### config.mk
export PLATFORM = sky130hd
export DESIGN_NAME = slcan_command_line_parser
export DESIGN_NICKNAME = d
export VERILOG_FILES = /design/src/rtl/core/slcan_pkg.sv /design/src/rtl/core/slcan_front.sv /design/src/rtl/core/slcan_queue.sv /design/src/rtl/core/slcan_back.sv /design/src/rtl/core/slcan_command_line_parser.sv
export SDC_FILE = /design/constraint.sdc
export NUM_CORES = 1
export LEC_CHECK = 0
export BUFFER_PORTS_ARGS = -buffer_cell sky130_fd_sc_hd__buf_2
export CAP_MARGIN = 20
export CORE_ASPECT_RATIO = 0.8
export CORE_MARGIN = 5
export CORE_UTILIZATION = 45
export DETAILED_ROUTE_END_ITERATION = 10
export HOLD_SLACK_MARGIN = 0.1
export SLEW_MARGIN = 5
export SYNTH_ARGS = -nofsm -noshare
export SYNTH_HDL_FRONTEND = slang
export SYNTH_SLANG_ARGS = --single-unit
### constraint.sdc
create_clock -name i_clk -period 13.55 [get_ports i_clk]
set_clock_uncertainty 0.05 [all_clocks]
set_input_delay 0 -clock i_clk [delete_from_list [all_inputs] [get_ports i_clk]]
set_output_delay 0 -clock i_clk [all_outputs]
set_load 0.02 [all_outputs]
### src/rtl/core/slcan_pkg.sv
// Shared types and constants of the serial CAN command line parser.
package slcan_pkg;

    localparam logic [7:0] CH_CR  = 8'h0D;
    localparam logic [7:0] CH_BEL = 8'h07;
    localparam logic [7:0] CH_LF  = 8'h0A;
    localparam logic [7:0] CH_BS  = 8'h08;
    localparam logic [7:0] CH_DEL = 8'h7F;
    localparam logic [31:0] MODE_ID = 32'h0000_022A;

    typedef enum logic [1:0] {
        EV_CHAR,
        EV_EOL,
        EV_OVERFLOW
    } t_event;

    typedef struct packed {
        t_event     kind;
        logic [7:0] data;
    } t_request;

    typedef enum logic [2:0] {
        ST_IDLE,
        ST_LOOKUP,
        ST_DECODE,
        ST_REPLY
    } t_state;

    typedef struct packed {
        logic [7:0]  reply_char;
        logic        reply_last;
        logic        tx_valid;
        logic [31:0] tx_id;
        logic        tx_extended;
        logic        tx_rtr;
        logic [3:0]  tx_length;
        logic [63:0] tx_data;
        logic [3:0]  bitrate_index;
        logic [4:0]  status_flags;
    } t_result;

    function automatic logic [4:0] hex_value(input logic [7:0] c);
        logic [4:0] v;
        v = 5'h10;
        if (c >= 8'h30 && c <= 8'h39) begin
            v = {1'b0, c[3:0]};
        end else if ((c >= 8'h61 && c <= 8'h66) || (c >= 8'h41 && c <= 8'h46)) begin
            v = {1'b0, c[3:0] + 4'd9};
        end
        return v;
    endfunction

endpackage

### src/rtl/core/slcan_front.sv
// Front part: classifies received bytes and tracks the line length.
module slcan_front #(
    parameter int LINE_BYTES = 64
) (
    input  logic                i_clk,
    input  logic                i_rst_n,
    input  logic                i_push,
    input  logic [7:0]          i_rx_byte,
    input  logic                i_q_full,
    output logic                o_full,
    output logic                o_q_push,
    output slcan_pkg::t_request o_q_req
);
    import slcan_pkg::*;

    localparam int LW = $clog2(LINE_BYTES);

    logic [LW-1:0] r_len;
    logic [LW-1:0] n_len;
    logic          w_take;

    assign o_full = i_q_full;
    assign w_take = i_push && !i_q_full;

    always_comb begin
        n_len = r_len;
        o_q_push = 1'b0;
        o_q_req.kind = EV_CHAR;
        o_q_req.data = i_rx_byte;
        if (w_take) begin
            if (i_rx_byte == CH_CR) begin
                o_q_push = 1'b1;
                o_q_req.kind = EV_EOL;
                n_len = '0;
            end else if (i_rx_byte == CH_LF || i_rx_byte == CH_BS || i_rx_byte == CH_DEL) begin
                n_len = r_len;
            end else if (r_len < LW'(LINE_BYTES - 1)) begin
                o_q_push = 1'b1;
                n_len = r_len + 1'b1;
            end else begin
                o_q_push = 1'b1;
                o_q_req.kind = EV_OVERFLOW;
                n_len = '0;
            end
        end
    end

    always_ff @(posedge i_clk) begin
        if (!i_rst_n) begin
            r_len <= '0;
        end else begin
            r_len <= n_len;
        end
    end

    assert property (@(posedge i_clk) disable iff (!i_rst_n)
        o_q_push |-> w_take)
        else $error("queue written without an accepted byte");
    assert property (@(posedge i_clk) disable iff (!i_rst_n)
        (w_take && i_rx_byte == CH_CR) |=> r_len == '0)
        else $error("line length not cleared at end of line");
    assert property (@(posedge i_clk) disable iff (!i_rst_n)
        r_len <= LW'(LINE_BYTES - 1))
        else $error("line length beyond buffer");

endmodule

### src/rtl/core/slcan_queue.sv
// Short request queue between the front and the back part.
module slcan_queue (
    input  logic                i_clk,
    input  logic                i_rst_n,
    input  logic                i_push,
    input  slcan_pkg::t_request i_req,
    output logic                o_full,
    input  logic                i_pop,
    output logic                o_empty,
    output slcan_pkg::t_request o_req
);
    import slcan_pkg::*;

    t_request   r_mem [4];
    logic [1:0] r_wp;
    logic [1:0] r_rp;
    logic [2:0] r_cnt;

    assign o_full  = r_cnt == 3'd4;
    assign o_empty = r_cnt == 3'd0;
    assign o_req   = r_mem[r_rp];

    always_ff @(posedge i_clk) begin
        if (i_push && !o_full) begin
            r_mem[r_wp] <= i_req;
        end
    end

    always_ff @(posedge i_clk) begin
        if (!i_rst_n) begin
            r_wp <= '0;
            r_rp <= '0;
            r_cnt <= '0;
        end else begin
            if (i_push && !o_full) begin
                r_wp <= r_wp + 1'b1;
            end
            if (i_pop && !o_empty) begin
                r_rp <= r_rp + 1'b1;
            end
            r_cnt <= r_cnt + 3'(i_push && !o_full) - 3'(i_pop && !o_empty);
        end
    end

    assert property (@(posedge i_clk) disable iff (!i_rst_n)
        (o_full && !(i_pop && !o_empty)) |=> o_full)
        else $error("queue full flag dropped without a read");
    assert property (@(posedge i_clk) disable iff (!i_rst_n)
        (o_empty && !(i_push && !o_full)) |=> o_empty)
        else $error("queue empty flag dropped without a write");
    assert property (@(posedge i_clk) disable iff (!i_rst_n)
        r_cnt <= 3'd4)
        else $error("queue count overflow");

endmodule

### src/rtl/core/slcan_back.sv
// Back part: stores the line, decodes commands and emits reply bytes.
module slcan_back #(
    parameter int LINE_BYTES = 64
) (
    input  logic                i_clk,
    input  logic                i_rst_n,
    input  logic                i_q_empty,
    input  slcan_pkg::t_request i_q_req,
    output logic                o_q_pop,
    input  logic                i_pop,
    output logic                o_empty,
    output slcan_pkg::t_result  o_res
);
    import slcan_pkg::*;

    localparam int LW = $clog2(LINE_BYTES);
    localparam int LN = LINE_BYTES - 1;

    logic [7:0]    r_store [LN];
    logic [LW-1:0] r_len;
    logic [LW-1:0] r_pos;
    logic [7:0]    r_rd;
    t_state        r_state;
    t_state        n_state;
    logic          r_open, r_listen, r_ts, r_charge, r_dcdc;
    logic [3:0]    r_rate;
    logic [7:0]    r_cmd;
    logic [7:0]    r_arg1;
    logic [31:0]   r_id;
    logic [63:0]   r_data;
    logic [3:0]    r_dlc;
    logic          r_bad;
    logic [63:0]   r_reply;
    logic [2:0]    r_nrep;
    logic [2:0]    r_ridx;
    logic          r_sent;
    logic          r_outv;
    t_result       r_out;

    logic          w_tx, w_ext, w_rtr, w_last_pos;
    logic [3:0]    w_idn;
    logic [LW-1:0] w_pos;
    logic [4:0]    w_hv;
    logic          w_emit;
    logic [7:0]    w_cmd;

    assign w_tx  = r_cmd == "t" || r_cmd == "T" || r_cmd == "r" || r_cmd == "R";
    assign w_ext = r_cmd == "T" || r_cmd == "R";
    assign w_rtr = r_cmd == "r" || r_cmd == "R";
    assign w_idn = w_ext ? 4'd8 : 4'd3;
    assign w_hv  = hex_value(r_rd);
    assign w_pos = r_pos - 1'b1;
    assign w_cmd = (r_len == LW'(1)) ? r_rd : r_cmd;
    assign w_emit = r_state == ST_REPLY && (!r_outv || i_pop);
    assign o_q_pop = r_state == ST_IDLE && !i_q_empty;
    assign o_empty = !r_outv;
    assign o_res = r_out;

    always_comb begin
        n_state = r_state;
        case (r_state)
            ST_IDLE: begin
                if (!i_q_empty) begin
                    if (i_q_req.kind == EV_OVERFLOW) begin
                        n_state = ST_REPLY;
                    end else if (i_q_req.kind == EV_EOL && r_len != '0) begin
                        n_state = w_last_pos ? ST_DECODE : ST_LOOKUP;
                    end
                end
            end
            ST_LOOKUP: begin
                if (r_pos == r_len) begin
                    n_state = ST_DECODE;
                end
            end
            ST_DECODE: n_state = ST_REPLY;
            ST_REPLY: begin
                if (w_emit && r_ridx + 3'd1 == r_nrep) begin
                    n_state = ST_IDLE;
                end
            end
            default: n_state = ST_IDLE;
        endcase
    end

    assign w_last_pos = r_len == LW'(1);

    always_ff @(posedge i_clk) begin
        if (o_q_pop && i_q_req.kind == EV_CHAR) begin
            r_store[r_len[LW-1:0]] <= i_q_req.data;
        end
        r_rd <= r_store[r_pos];
    end

    always_ff @(posedge i_clk) begin
        if (!i_rst_n) begin
            r_state <= ST_IDLE;
            r_len <= '0;
            r_open <= 1'b0;
            r_listen <= 1'b0;
            r_ts <= 1'b0;
            r_charge <= 1'b0;
            r_dcdc <= 1'b0;
            r_rate <= 4'd6;
            r_outv <= 1'b0;
            r_ridx <= '0;
            r_nrep <= '0;
            r_sent <= 1'b0;
            r_pos <= '0;
        end else begin
            r_state <= n_state;
            if (r_outv && i_pop) begin
                r_outv <= 1'b0;
            end
            case (r_state)
                ST_IDLE: begin
                    r_pos <= '0;
                    r_bad <= 1'b0;
                    r_id <= '0;
                    r_data <= '0;
                    r_dlc <= '0;
                    r_ridx <= '0;
                    r_sent <= 1'b0;
                    r_arg1 <= '0;
                    if (!i_q_empty) begin
                        case (i_q_req.kind)
                            EV_CHAR: r_len <= r_len + 1'b1;
                            EV_OVERFLOW: begin
                                r_len <= '0;
                                r_reply <= {CH_BEL, 56'd0};
                                r_nrep <= 3'd1;
                            end
                            default: begin
                                r_pos <= LW'(1);
                            end
                        endcase
                    end
                end
                ST_LOOKUP: begin
                    if (r_pos != r_len) begin
                        r_pos <= r_pos + 1'b1;
                    end
                    if (w_pos == '0) begin
                        r_cmd <= r_rd;
                    end else if (w_pos == LW'(1)) begin
                        r_arg1 <= r_rd;
                    end
                    if (w_pos != '0 && w_tx) begin
                        if (w_pos <= LW'(w_idn)) begin
                            if (w_hv[4]) r_bad <= 1'b1;
                            r_id <= {r_id[27:0], w_hv[3:0]};
                        end else if (w_pos == LW'(w_idn) + 1'b1) begin
                            if (w_hv[4] || w_hv[3:0] > 4'd8) r_bad <= 1'b1;
                            r_dlc <= w_hv[3:0];
                        end else if (!w_rtr && w_pos <= LW'(w_idn) + 1'b1 + LW'({r_dlc, 1'b0}))
                        begin
                            if (w_hv[4]) r_bad <= 1'b1;
                            if (w_pos[0] == w_idn[0]) begin
                                r_data <= {w_hv[3:0], r_data[63:4]};
                            end else begin
                                r_data <= {r_data[63:60], w_hv[3:0], r_data[59:4]};
                            end
                        end
                    end
                end
                ST_DECODE: begin
                    r_len <= '0;
                    if (r_len == LW'(1)) begin
                        r_cmd <= r_rd;
                    end
                    r_nrep <= 3'd1;
                    r_reply <= {CH_BEL, 56'd0};
                    case (w_cmd)
                        "S": begin
                            if (r_len == LW'(2) && !r_open && r_arg1 >= "0" && r_arg1 <= "8")
                            begin
                                r_rate <= r_arg1[3:0];
                                r_reply <= {CH_CR, 56'd0};
                            end
                        end
                        "O", "L": begin
                            if (!r_open) begin
                                r_open <= 1'b1;
                                r_listen <= w_cmd == "L";
                                r_reply <= {CH_CR, 56'd0};
                            end
                        end
                        "C": begin
                            r_open <= 1'b0;
                            r_listen <= 1'b0;
                            r_charge <= 1'b0;
                            r_dcdc <= 1'b0;
                            r_reply <= {CH_CR, 56'd0};
                        end
                        "t", "T", "r", "R": begin
                            if (!r_bad && r_len >= LW'(w_idn) + LW'(2)
                                && (w_rtr || r_len >= LW'(w_idn) + LW'(2) + LW'({r_dlc, 1'b0}))
                                && r_open && !r_listen) begin
                                r_sent <= 1'b1;
                                r_nrep <= 3'd2;
                                r_reply <= {w_ext ? "Z" : "z", CH_CR, 48'd0};
                                r_data <= r_data >> (64 - 8 * r_dlc);
                                if (!w_ext && !w_rtr && r_id == MODE_ID && r_dlc >= 4'd3)
                                begin
                                    r_charge <= r_data[(64 - 8 * r_dlc) + 18];
                                    r_dcdc <= r_data[(64 - 8 * r_dlc) + 19];
                                end
                            end
                        end
                        "F": begin
                            r_nrep <= 3'd4;
                            r_reply <= {"F00", CH_CR, 32'd0};
                        end
                        "V": begin
                            r_nrep <= 3'd6;
                            r_reply <= {"V0101", CH_CR, 16'd0};
                        end
                        "v": begin
                            r_nrep <= 3'd6;
                            r_reply <= {"v0100", CH_CR, 16'd0};
                        end
                        "N": begin
                            r_nrep <= 3'd6;
                            r_reply <= {"NPCS1", CH_CR, 16'd0};
                        end
                        "Z": begin
                            if (r_len == LW'(2) && (r_arg1 == "0" || r_arg1 == "1")) begin
                                r_ts <= r_arg1 == "1";
                                r_reply <= {CH_CR, 56'd0};
                            end
                        end
                        "M", "m": r_reply <= {CH_CR, 56'd0};
                        default: r_reply <= {CH_BEL, 56'd0};
                    endcase
                end
                ST_REPLY: begin
                    if (w_emit) begin
                        r_outv <= 1'b1;
                        r_ridx <= r_ridx + 1'b1;
                        r_reply <= {r_reply[55:0], 8'd0};
                    end
                end
                default: r_len <= r_len;
            endcase
        end
    end

    always_ff @(posedge i_clk) begin
        if (w_emit) begin
            r_out.reply_char <= r_reply[63:56];
            r_out.reply_last <= r_ridx + 3'd1 == r_nrep;
            r_out.tx_valid <= r_sent && r_ridx == '0;
            r_out.tx_id <= (r_sent && r_ridx == '0) ? r_id : '0;
            r_out.tx_extended <= r_sent && r_ridx == '0 && w_ext;
            r_out.tx_rtr <= r_sent && r_ridx == '0 && w_rtr;
            r_out.tx_length <= (r_sent && r_ridx == '0) ? r_dlc : '0;
            r_out.tx_data <= (r_sent && r_ridx == '0 && !w_rtr) ? r_data : '0;
            r_out.bitrate_index <= r_rate;
            r_out.status_flags <= {r_dcdc, r_charge, r_ts, r_listen, r_open};
        end
    end

    assert property (@(posedge i_clk) disable iff (!i_rst_n)
        w_emit |=> r_outv)
        else $error("reply byte lost");
    assert property (@(posedge i_clk) disable iff (!i_rst_n)
        (r_outv && !i_pop) |=> r_outv && $stable(r_out))
        else $error("waiting reply changed");
    assert property (@(posedge i_clk) disable iff (!i_rst_n)
        r_state == ST_REPLY |-> r_nrep != '0)
        else $error("reply phase without bytes");

endmodule

### src/rtl/core/slcan_command_line_parser.sv
// Top level of the serial CAN command line parser.
// Timing: a plain byte passes the queue into the stored line; CR walks the stored line
// one byte per cycle, which sets the line rate, then one reply byte per cycle while pop keeps up.
// Throughput: ordinary bytes at 1 per cycle into a 4-entry queue while it is not full.
// Reset is synchronous and active low; it empties the line and restores preset 6.
module slcan_command_line_parser #(
    parameter int LINE_BYTES = 64
) (
    input  logic        i_clk,
    input  logic        i_rst_n,
    input  logic        push,
    output logic        full,
    input  logic [7:0]  i_rx_byte,
    output logic        empty,
    input  logic        pop,
    output logic [7:0]  o_reply_char,
    output logic        o_reply_last,
    output logic        o_tx_valid,
    output logic [31:0] o_tx_id,
    output logic        o_tx_extended,
    output logic        o_tx_rtr,
    output logic [3:0]  o_tx_length,
    output logic [63:0] o_tx_data,
    output logic [3:0]  o_bitrate_index,
    output logic [4:0]  o_status_flags
);
    import slcan_pkg::*;

    logic     w_qpush, w_qfull, w_qpop, w_qempty;
    t_request w_in_req, w_out_req;
    t_result  w_res;

    slcan_front #(.LINE_BYTES(LINE_BYTES)) u_front (
        .i_clk(i_clk), .i_rst_n(i_rst_n), .i_push(push), .i_rx_byte(i_rx_byte),
        .i_q_full(w_qfull), .o_full(full), .o_q_push(w_qpush), .o_q_req(w_in_req)
    );

    slcan_queue u_queue (
        .i_clk(i_clk), .i_rst_n(i_rst_n), .i_push(w_qpush), .i_req(w_in_req),
        .o_full(w_qfull), .i_pop(w_qpop), .o_empty(w_qempty), .o_req(w_out_req)
    );

    slcan_back #(.LINE_BYTES(LINE_BYTES)) u_back (
        .i_clk(i_clk), .i_rst_n(i_rst_n), .i_q_empty(w_qempty), .i_q_req(w_out_req),
        .o_q_pop(w_qpop), .i_pop(pop), .o_empty(empty), .o_res(w_res)
    );

    assign o_reply_char    = w_res.reply_char;
    assign o_reply_last    = w_res.reply_last;
    assign o_tx_valid      = w_res.tx_valid;
    assign o_tx_id         = w_res.tx_id;
    assign o_tx_extended   = w_res.tx_extended;
    assign o_tx_rtr        = w_res.tx_rtr;
    assign o_tx_length     = w_res.tx_length;
    assign o_tx_data       = w_res.tx_data;
    assign o_bitrate_index = w_res.bitrate_index;
    assign o_status_flags  = w_res.status_flags;

endmodule
# --- Word level (Yosys, flattened, before mapping) ---
# Memory sizes are Yosys's and may differ from the RTL's. A register that Yosys moved wholly into a read port is not among the register bits.
# Index checks and enable logic that the tools add are counted.
word_totals:
  output_inout_bits: 123
  register_bits: 347
  rom_bits: 0
  latch_bits: 0
  inputBits: 12
  memories: 2
  ramBits: 544
classes:
  div_mod_pow: 0
  n_eq_ne: 66
  n_bitwise: 0
  shifts: 1
  n_mux: 97
  add_sub_neg: 17
  n_reduce_logical: 89
  n_mul: 0
  n_lt_le_gt_ge: 17
memory_table:
  columns: ["name", "words", "width", "read_ports", "rd_clocked_by_memory_dff", "wr", "line_no", "rtl"]
  rows:
  - ["u_back.r_store", 63, 8, 1, 1, 1, "slcan_back.sv:19", "logic [7:0] r_store [LN];"]
  - ["u_queue.r_mem", 4, 10, 1, 1, 1, "slcan_queue.sv:14", "t_request r_mem [4];"]
op_table:
  columns: ["cell", "n"]
  rows:
  - ["two-way mux 64 bit", 11]
  - ["case mux 64 bit (9 select lines)", 1]
  - ["case mux 64 bit (3 select lines)", 2]
  - ["two-way mux 60 bit", 3]
  - ["== test 8 x 7 -> 1 bit (second input constant)", 20]
  - ["adder 32 x 5 -> 32 bit (second input constant)", 2]
  - ["< comparator 32 x 7 -> 1 bit (second input constant)", 2]
  - ["two-way mux 32 bit", 2]
  - ["case mux 32 bit (2 select lines)", 1]
  - ["right shift 64 x 32 -> 64 bit", 1]
  - ["two-way mux 6 bit", 7]
  - ["case mux 6 bit (2 select lines)", 3]
  - ["== test 32 x 10 -> 1 bit (second input constant)", 1]
  - ["two-way mux 8 bit", 4]
  - ["case mux 8 bit (2 select lines)", 2]
  - ["logical AND 1 bit", 29]
  - ["inequality test 2 x 1 -> 1 bit (second input constant)", 14]
  - ["two-way mux 1 bit", 26]
  - ["== test 8 x 4 -> 1 bit (second input constant)", 3]
  - ["two-way mux 3 bit", 8]
  - ["AND reduction 3 bit", 7]
  - ["adder 6 x 1 -> 6 bit (second input constant)", 3]
  - ["== test 8 x 6 -> 1 bit (second input constant)", 2]
  - ["greater-or-equal comparator 8 x 6 -> 1 bit (second input constant)", 2]
  - ["59 further kinds", 131]

# --- Longest topological paths before layout ---
# Gate-level depths: netlist of run 1.
logic_depth:
  ltp_word: 13
  mapped_depth: 16
  mapped_depth_nobuf: 15

# --- Modules after synthesis ---
# A second synthesis of run 1 with hierarchy kept.
hier_totals:
  hier_cells: 2442
  area_unflattened_um2: 37903.9
modules_own_cells:
  columns: ["module", "cells_per_inst", "seq_area_each_um2", "area_each_um2", "instances"]
  rows:
  - ["slcan_back", 2279, 23812.8, 35456.5, 1]
  - ["slcan_queue", 102, 1381.3, 1926.8, 1]
  - ["slcan_front", 61, 120.1, 520.5, 1]

# --- Least setup slack after synthesis of run 1 ---
# No wires, ideal clock.
synth_timing:
  kind: "reg2reg"
  start: "register u_back.r_cmd[3]"
  end: "register u_back.r_data[0] (enable)"
  setup_slack_ns: 6.485
  stages_incl_launch_ff: 13
  setup_time_ns: 0.528
  path_buffers: 0
  arrival_time_ns: 6.487
  synth_period_minus_slack_ns: 7.065
  required_time_ns: 12.972
  cell_sequence: "edfxtp_1 > nor2_1 > a31oi_1 > fa_1 > a31oi_1 > xor2_1 > ha_1 > and4_1 > o21ai_0 > o21ai_0 > nand3_1 > and2_1 > a2111oi_2"
synth_via:
  elab_chain_cells: 12
  elab_cells_between_ends: 40
synth_rtl:
  columns: ["item", "line_no", "rtl"]
  rows:
  - ["start, declared", "slcan_back.sv:27", "logic [7:0] r_cmd;"]
  - ["start signal, assigned", "slcan_back.sv:144", "r_cmd <= r_rd;"]
  - ["start signal, assigned", "slcan_back.sv:169", "r_cmd <= r_rd;"]
  - ["== test 8 x 7 -> 1 bit, on equally long branches", "slcan_back.sv:47, slcan_back.sv:48, slcan_back.sv:49", null]
  - ["logical OR 1 bit", "slcan_back.sv:48", "assign w_ext = r_cmd == \"T\" || r_cmd == \"R\";"]
  - ["two-way mux 4 bit", "slcan_back.sv:50", "assign w_idn = w_ext ? 4'd8 : 4'd3;"]
  - ["adder 4 x 2 -> 5 bit", "slcan_back.sv:196, slcan_back.sv:197", null]
  - ["adder 6 x 5 -> 6 bit", "slcan_back.sv:197", "&& (w_rtr || r_len >= LW'(w_idn) + LW'(2) + LW'({r_dlc, 1'b0}))"]
  - ["greater-or-equal comparator 6 bit", "slcan_back.sv:197", null]
  - ["logical OR 1 bit", "slcan_back.sv:197", null]
  - ["logical AND 1 bit", "slcan_back.sv:197", null]
  - ["logical AND 1 bit (2 in a row)", "slcan_back.sv:198", "&& r_open && !r_listen) begin"]
  - ["inequality test 2 x 1 -> 1 bit (no source line)", null, null]
  - ["AND reduction 8 bit (no source line) (*)", null, null]
  - ["end signal, assigned", "slcan_back.sv:159", "r_data <= {w_hv[3:0], r_data[63:4]};"]
  - ["end signal, assigned", "slcan_back.sv:161", "r_data <= {r_data[63:60], w_hv[3:0], r_data[59:4]};"]
  - ["end signal, assigned", "slcan_back.sv:202", "r_data <= r_data >> (64 - 8 * r_dlc);"]
  - ["end, declared", "slcan_back.sv:30", "logic [63:0] r_data;"]
# Every way passes the cells marked *; elsewhere a longest branch is shown, timed or not.
# A chain may end at the register's enable or synchronous reset.

# --- Worst setup path after layout of run 1 ---
layout_timing:
  start: "register u_back.r_cmd[2]"
  end: "register u_back.r_data[39] (enable)"
# Same word-level chain as after synthesis.

==> run summary, run 1 <==
Timing
• number of failing setup endpoints in the final timing report: 0
• fmax: 0.202 GHz
• final hold violation count: 0
• final sum of negative setup slack: 0 ns
• number of max-slew violations in the final report: 0
• post-route fraction of the period consumed by the critical path: 0.366
• RSZ-0062 raised after global routing: no
• relative max-transition margin: 0.292
• fin crit period: 4.96 ns
• slew of the pin with the lowest slew margin: 1.06 ns
• Min Hold Slack: 0.206 ns
• final setup slack of the worst path: 8.59 ns

Yosys
• Post-Synthesis Cells: 2373
• main flop type after synthesis: edfxtp_1
• number of storage elements in the synthesis netlist: 861
• fraction of synthesis flops using an asynchronous set or reset pin: 0
• Yosys cell types: 81
• number of enable flip-flop cells after synthesis: 807
• post-synthesis net count: 2428
• part of the Yosys area used for sequential elements: 0.676
• mean instance size in the synthesized netlist: 15.8 µm²
• Yosys warnings: 0
• synthesized area: 0.0374 mm²

Route
• drt wl/cell: 25.2 µm
• via density per instance: 5.90
• total via count in the routed design: 21.7k
• length of the first detailed-routing pass in iterations: 5
• DRC violation count after routing: 0
• count of nets left with antenna violations after detail routing: 0
• routed wire length: 92400 µm
• Starting DRT DRC Count: 2333

Final layout
• fraction of layout cells with a size suffix above 1: 0.213
• number of filler cells placed in the layout: 6810
• Final nets: 2550
• area added between synthesis and finish: 12.7%

GRT
• grt total ovfl: 0
• global-route wire length before repair: 139000 µm
• initial antenna violation count: 0
• All-Layer GR Usage: 0.204
• pin count of the biggest net entering global routing: 85
• vias in the first global route: 21.4k

Critical path
• Data required, critical path: 13.78 ns
• setup slack on the worst flop-to-flop path: 8.59 ns
• category of the most critical setup path: reg2reg
• data arrival time at the worst-slack endpoint: 5.19 ns
• critical-path maximum fanout: 60
• CP endpoint kind: register
• startpoint types: register

Hold path
• Hold/Removal Path Class: in2reg

Placement
• IO buf count: 133
• Place WS: 8.69 ns
• final weighted congestion in routability-driven placement: 0.931
• DP HPWL: 59400 µm

Clocking
• clock sink count: 861
• clock tree buffer depth: 3
• clock insertion delay at the later pin of the skew report: 0.67 ns
• maximum level of the CTS H-tree: 3
• CTS Buf Count: 86
• Post-CTS Resized: 0
• clock-pin transition on the worst setup and hold timing paths: 0.06 ns
• clock tree root driver cell: clkbuf_16
• CTS tree: yes

Job
• max capacitance violation total: 0

Die
• initial cell density of the core: 0.455
• DIE AREA: 0.0891 mm²
• Die Span Y: 268 µm
• floorplan die width: 333 µm
• num rows: 94
• Std-Cell Core Area: 0.0823 mm²
• number of I/O pins: 135

Pwr
• power density over cell area: 189 mW/mm²
• LEAKAGE: 14.0 nW
• IR Drop Worst-Case VDD: 0.117 mV

Status
• outcome: complete, no violations

final timing paths:
| check | start | cells past startpoint | endpoint |
|---|---|---|---|
| hold / removal | pop | 5 | u_back.r_outv |
| setup reg to reg | u_back.r_cmd[2] | 16 | u_back.r_data[39] |
| hold reg to reg | u_back.r_reply[58] | 0 | u_back.o_res[115] |
| setup / recovery | u_back.r_cmd[2] | 16 | u_back.r_data[39] |
critical path, stage by stage (launching register included):
cell	delay, ns
edfxtp_1	0.54
xor2_1	0.47
nand3_4	0.17
inv_1	0.21
ha_1	0.21
ha_1	0.15
nor2_1	0.06
nor2b_1	0.12
o21ai_0	0.11
ha_1	0.38
and4_1	0.16
o21ai_0	0.07
o21ai_0	0.36
nand3_1	0.23
and2_1	0.29
a2111oi_4	0.20
buf_4	0.71
through the flow:
stage / cells / area [µm²] / power [mW] / utilization
2_1_floorplan: 2373 / 37400 / 4.93 / -
3_3_place_gp: 3490 / 39200 / 5.59 / 0.476
3_5_place_dp: 3491 / 39200 / 5.64 / 0.476
4_1_cts: 3670 / 42200 / 8.01 / 0.512
5_1_grt: 3671 / 42200 / 8.31 / 0.513
6_report: 3672 / 42200 / 7.97 / 0.513
cell usage in the layout (no fill, tap or decap), drive strengths merged, types with 13 or more instances in the layout:
cell type    synthesis  final
clkinv               0     37
nor2               193    193
nor4                17     17
dlygate4sd3          0     19
mux2i               49     49
a21o                22     22
and3                74     74
dfxtp               54     54
o21ai               56     56
nand2              136    136
buf                 48    168
edfxtp             807    807
nor3                46     46
o211ai              13     13
nand3               27     27
ha                  41     41
and2                86     86
nand4               15     15
a22oi               37     37
xor2                22     22
a21oi               78     78
mux4               184    184
inv                 40     42
clkbuf             105    108
mux2                29     29
a211oi              22     22
logic make-up (layout without fill, tap and decap cells):
group,Yosys count,in the layout,share of synthesized area
and+or+nand+nor,682,682,0.0939
DFF,861,861,0.676
muxes,262,262,0.132
buffers and inverters,193,387,0.0215
other,1,2,0.000100
AOI/OAI and AO/OA,297,297,0.0532
adders and majority gates,43,43,0.0148
xor gates and xnor gates,34,34,0.00795
cells in the mapped netlist (21+ instances only):
master | count | area (µm²)
a211oi_1 | 22 | 165
dfxtp_1 | 54 | 1080
nand3_1 | 26 | 130
and3_1 | 74 | 463
edfxtp_1 | 807 | 24200
mux2i_1 | 49 | 490
mux2_2 | 29 | 327
and2_1 | 86 | 538
o21ai_0 | 53 | 265
mux4_2 | 184 | 4140
a21oi_1 | 78 | 390
buf_1 | 21 | 78.8
a22oi_1 | 37 | 278
xor2_1 | 22 | 193
ha_1 | 41 | 513
nor2_1 | 193 | 724
a21o_1 | 22 | 165
clkbuf_1 | 104 | 390
inv_1 | 40 | 150
nand2_1 | 136 | 510
nor3_1 | 45 | 225
final cells by class:
cell class	instances	area (µm²)	area share
Timing Repair Buffer	187	1150	0.0272
Tap cell	1104	1380	0.0327
Clock inverter	52	579	0.0137
Sequential cell	861	25300	0.600
Multi-Input combinational cell	1319	11400	0.270
Antenna cell	1	2.50	0.0000593
Clock buffer	108	2230	0.0529
Inverter	40	150	0.00356
flip-flops by register name, indices dropped and copies added, names as in the netlist, 8 cells and up, named ones only:
register and cells:
u_back.r_id 32, u_queue.r_mem 40, u_back.r_data 64, u_back.o_res 120
u_back.r_arg1 8, u_back.r_reply 26, u_back.r_cmd 8, u_back.r_store 504
u_back.r_rd 8
where the power goes:
part | switching, mW | internal (mW) | total [mW]
logic | 1.30 | 0.655 | 1.96
registers | 0.238 | 3.42 | 3.66
clock network | 1.04 | 1.32 | 2.36
timing repair:
item,4_1_cts,5_1_grt
buffers inserted,0,0
hold buffers,19,0
hold endpoints to repair,68,0
per-layer routing:
metal,vias to the layer above,share of wire,GRT usage
met1,11100,0.45,0.314
met3,114,0.085,0.0430
li1,9549,-,-
met5,-,0,0
met2,878,0.44,0.305
met4,0,0.016,0.0387
No activity file was read; power rests on OpenSTA's default activity.
==> run 2, diff against run 1 <==
==> constraint.sdc (replaced) <==
create_clock -name i_clk -period 4.9 [get_ports i_clk]
set_clock_uncertainty 0.05 [all_clocks]
set_input_delay 0 -clock i_clk [delete_from_list [all_inputs] [get_ports i_clk]]
set_output_delay 0 -clock i_clk [all_outputs]
set_load 0.02 [all_outputs]
==> run summary, run 2 (same netlist as run 1, synthesis figures left out) <==
Clocking
• clock insertion delay at the later pin of the skew report: 0.67 ns, about the same
• clock sink count: 861, unchanged
• Post-CTS Resized: 0, unchanged
• CTS tree: yes
• CTS Buf Count: 87, +1.2%
• clock tree root driver cell: clkbuf_16
• clock-pin transition on the worst setup and hold timing paths: 0.06 ns, about the same
• CTS hold repair buffers: 20, +1
• buffers inserted by post-CTS timing repair: 0, unchanged
• clock tree buffer depth: 3, unchanged
• maximum level of the CTS H-tree: 3, unchanged

Critical path
• startpoint types: register
• critical-path maximum fanout: 60, unchanged
• master of the slowest instance on the critical path: edfxtp_1
• Data required, critical path: 5.18 ns, -8.60 ns
• maximum single-stage delay on the critical path: 0.49 ns, -0.22 ns
• dominant delay contributor by cell family on the critical path: simple AND/OR/NAND/NOR gates
• category of the most critical setup path: reg2reg
• crit path cell chain: nor4bb_2, buf_4, nand3_4, nor2_1, nor2_1, ha_1, nor2_1, xor2_1, ha_1, and4_1, o21ai_1, o21ai_1, nand3_1, and2_4, a2111oi_4, buf_12
• Crit Reg-Reg Endpoint: u_back.r_data[21]
• setup slack on the worst flop-to-flop path: 0.47 ns, -8.12 ns
• startpoint of the worst register-to-register path: u_back.r_cmd[5]
• cell repeated most along the worst path: nor2_1
• worst-case reg-to-reg path depth: 16, unchanged
• CP endpoint kind: register
• number of cells on the critical path: 16, unchanged
• data arrival time at the worst-slack endpoint: 4.70 ns, -0.49 ns
• combined buffer and inverter count along the critical path: 2, unchanged

GRT
• initial antenna violation count: 2, +2
• global-route wire length before repair: 142000 µm, +2.0%
• vias in the first global route: 21.8k, +1.6%
• grt total ovfl: 0, unchanged
• pin count of the biggest net entering global routing: 99, +16%
• All-Layer GR Usage: 0.209, +0.00485

Final layout
• max FFs per register: 504, unchanged
• antenna fix cells: 0, -1
• number of filler cells placed in the layout: 6795, -0.22%
• commonest cells after routing, fill and taps aside: edfxtp_1 (807), nor2_1 (191), mux4_2 (184), nand2_1 (136), buf_2 (133)
• fin util: 0.519, +0.00664
• multi-input combinational cell area: 0.0115 mm², +0.63%
• area added between synthesis and finish: 14.2%
• sequential standard cell area: 0.0253 mm², unchanged
• most common cell after layout, fill and taps aside: edfxtp_1
• fraction of layout cells with a size suffix above 1: 0.238, +0.0251
• Final nets: 2612, +2.4%

Route
• total via count in the routed design: 22.0k, +1.5%
• drt wl/cell: 25.2 µm, about the same
• length of the first detailed-routing pass in iterations: 5, unchanged
• via density per instance: 5.89, -0.15%
• DRC violation count after routing: 0, unchanged
• count of nets left with antenna violations after detail routing: 0, unchanged
• Starting DRT DRC Count: 2455, +5.2%
• routed wire length: 93900 µm, +1.6%

Die
• num rows: 94, unchanged
• DIE AREA: 0.0891 mm², unchanged
• initial cell density of the core: 0.455, unchanged
• Die Span Y: 268 µm, unchanged
• Std-Cell Core Area: 0.0823 mm², unchanged
• number of I/O pins: 135, unchanged
• floorplan die width: 333 µm, unchanged

Pwr
• final total power: 22.1 mW, +180%
• LEAKAGE: 14.4 nW, +2.6%
• power density over cell area: 518 mW/mm², +170%
• IR Drop Worst-Case VDD: 0.321 mV, +170%

Hold path
• Hold/Removal Path Class: in2reg
• count of cells along the worst hold path: 4, -1
• Hold EP: u_back.r_rate[1]
• min-delay src: i_rst_n

Timing
• fin crit period: 4.43 ns, -0.532 ns
• Min Hold Slack: 0.347 ns, +0.141 ns
• fmax: 0.226 GHz, +12%
• post-route fraction of the period consumed by the critical path: 0.903, +0.537
• relative max-transition margin: 0.247, -0.0446
• final sum of negative setup slack: 0 ns, unchanged
• slew of the pin with the lowest slew margin: 1.12 ns, +0.0627 ns
• final setup slack of the worst path: 0.474 ns, -8.12 ns
• number of failing setup endpoints in the final timing report: 0, unchanged
• RSZ-0062 raised after global routing: no
• number of max-slew violations in the final report: 0, unchanged
• final hold violation count: 0, unchanged

Placement
• final weighted congestion in routability-driven placement: 0.878, -5.7%
• Place WS: 0.539 ns, -8.15 ns
• DP HPWL: 61400 µm, +3.3%
• IO buf count: 133, unchanged

Status
• outcome: complete, no violations

Job
• max capacitance violation total: 0, unchanged

[run 2: cell count changes in the layout (fill, tap and decap cells not counted), sizes merged, moves of 2 or more]
| cell | previous run | this run |
|---|---|---|
| clkinv | 37 | 54 |
| inv | 42 | 45 |
| buf | 168 | 228 |
| clkinvlp | 6 | 1 |
| bufinv | 7 | 5 |
| clkbuf | 108 | 95 |
[run 2: how the worst max path moves through the flow]
stage	startpoint	to	slack, ns
3_5_place_dp	u_back.r_cmd[5]	u_back.r_data[11]	0.54
5_1_grt	u_back.r_cmd[1]	u_back.r_data[56]	0.22
4_1_cts	u_back.r_cmd[5]	u_back.r_data[59]	0.50
2_1_floorplan	u_back.r_cmd[7]	u_back.r_data[0]	-0.33
6_report	u_back.r_cmd[5]	u_back.r_data[21]	0.47
3_3_place_gp	u_back.r_cmd[1]	u_back.r_data[14]	0.58
[run 2: tightest hold or removal path, stage by stage]
cell           delay (ns)
dlygate4sd3_1        0.54
buf_2                0.14
buf_4                0.23
nand2_1              0.08
[run 2: metal layers]
| layer | global-route usage | vias up | share of wire |
|---|---|---|---|
| li1 | - | 9688 | - |
| met1 | 0.319 | 11200 | 0.45 |
| met2 | 0.307 | 971 | 0.44 |
| met3 | 0.0485 | 125 | 0.090 |
| met4 | 0.0496 | 0 | 0.020 |
| met5 | 0 | - | 0 |
[run 2: power by group]
part	total [mW]	switching [mW]	internal, mW
logic	5.55	3.66	1.89
registers	10.1	0.639	9.44
clock network	6.51	2.92	3.59
total	22.1	7.22	14.9
[run 2: through the flow]
step	instances	cell area (µm²)
global placement	3551	39700
global route	3732	42800
finish	3732	42800
floorplan	2373	37500
CTS	3731	42700
detailed placement	3551	39700
[run 2: area by class of cell]
class                           count  share of cell area
Clock buffer                       95              0.0516
Clock inverter                     65              0.0144
Inverter                           40             0.00357
Multi-Input combinational cell   1319               0.268
Sequential cell                   861               0.592
Tap cell                         1104              0.0323
Timing Repair Buffer              248              0.0377
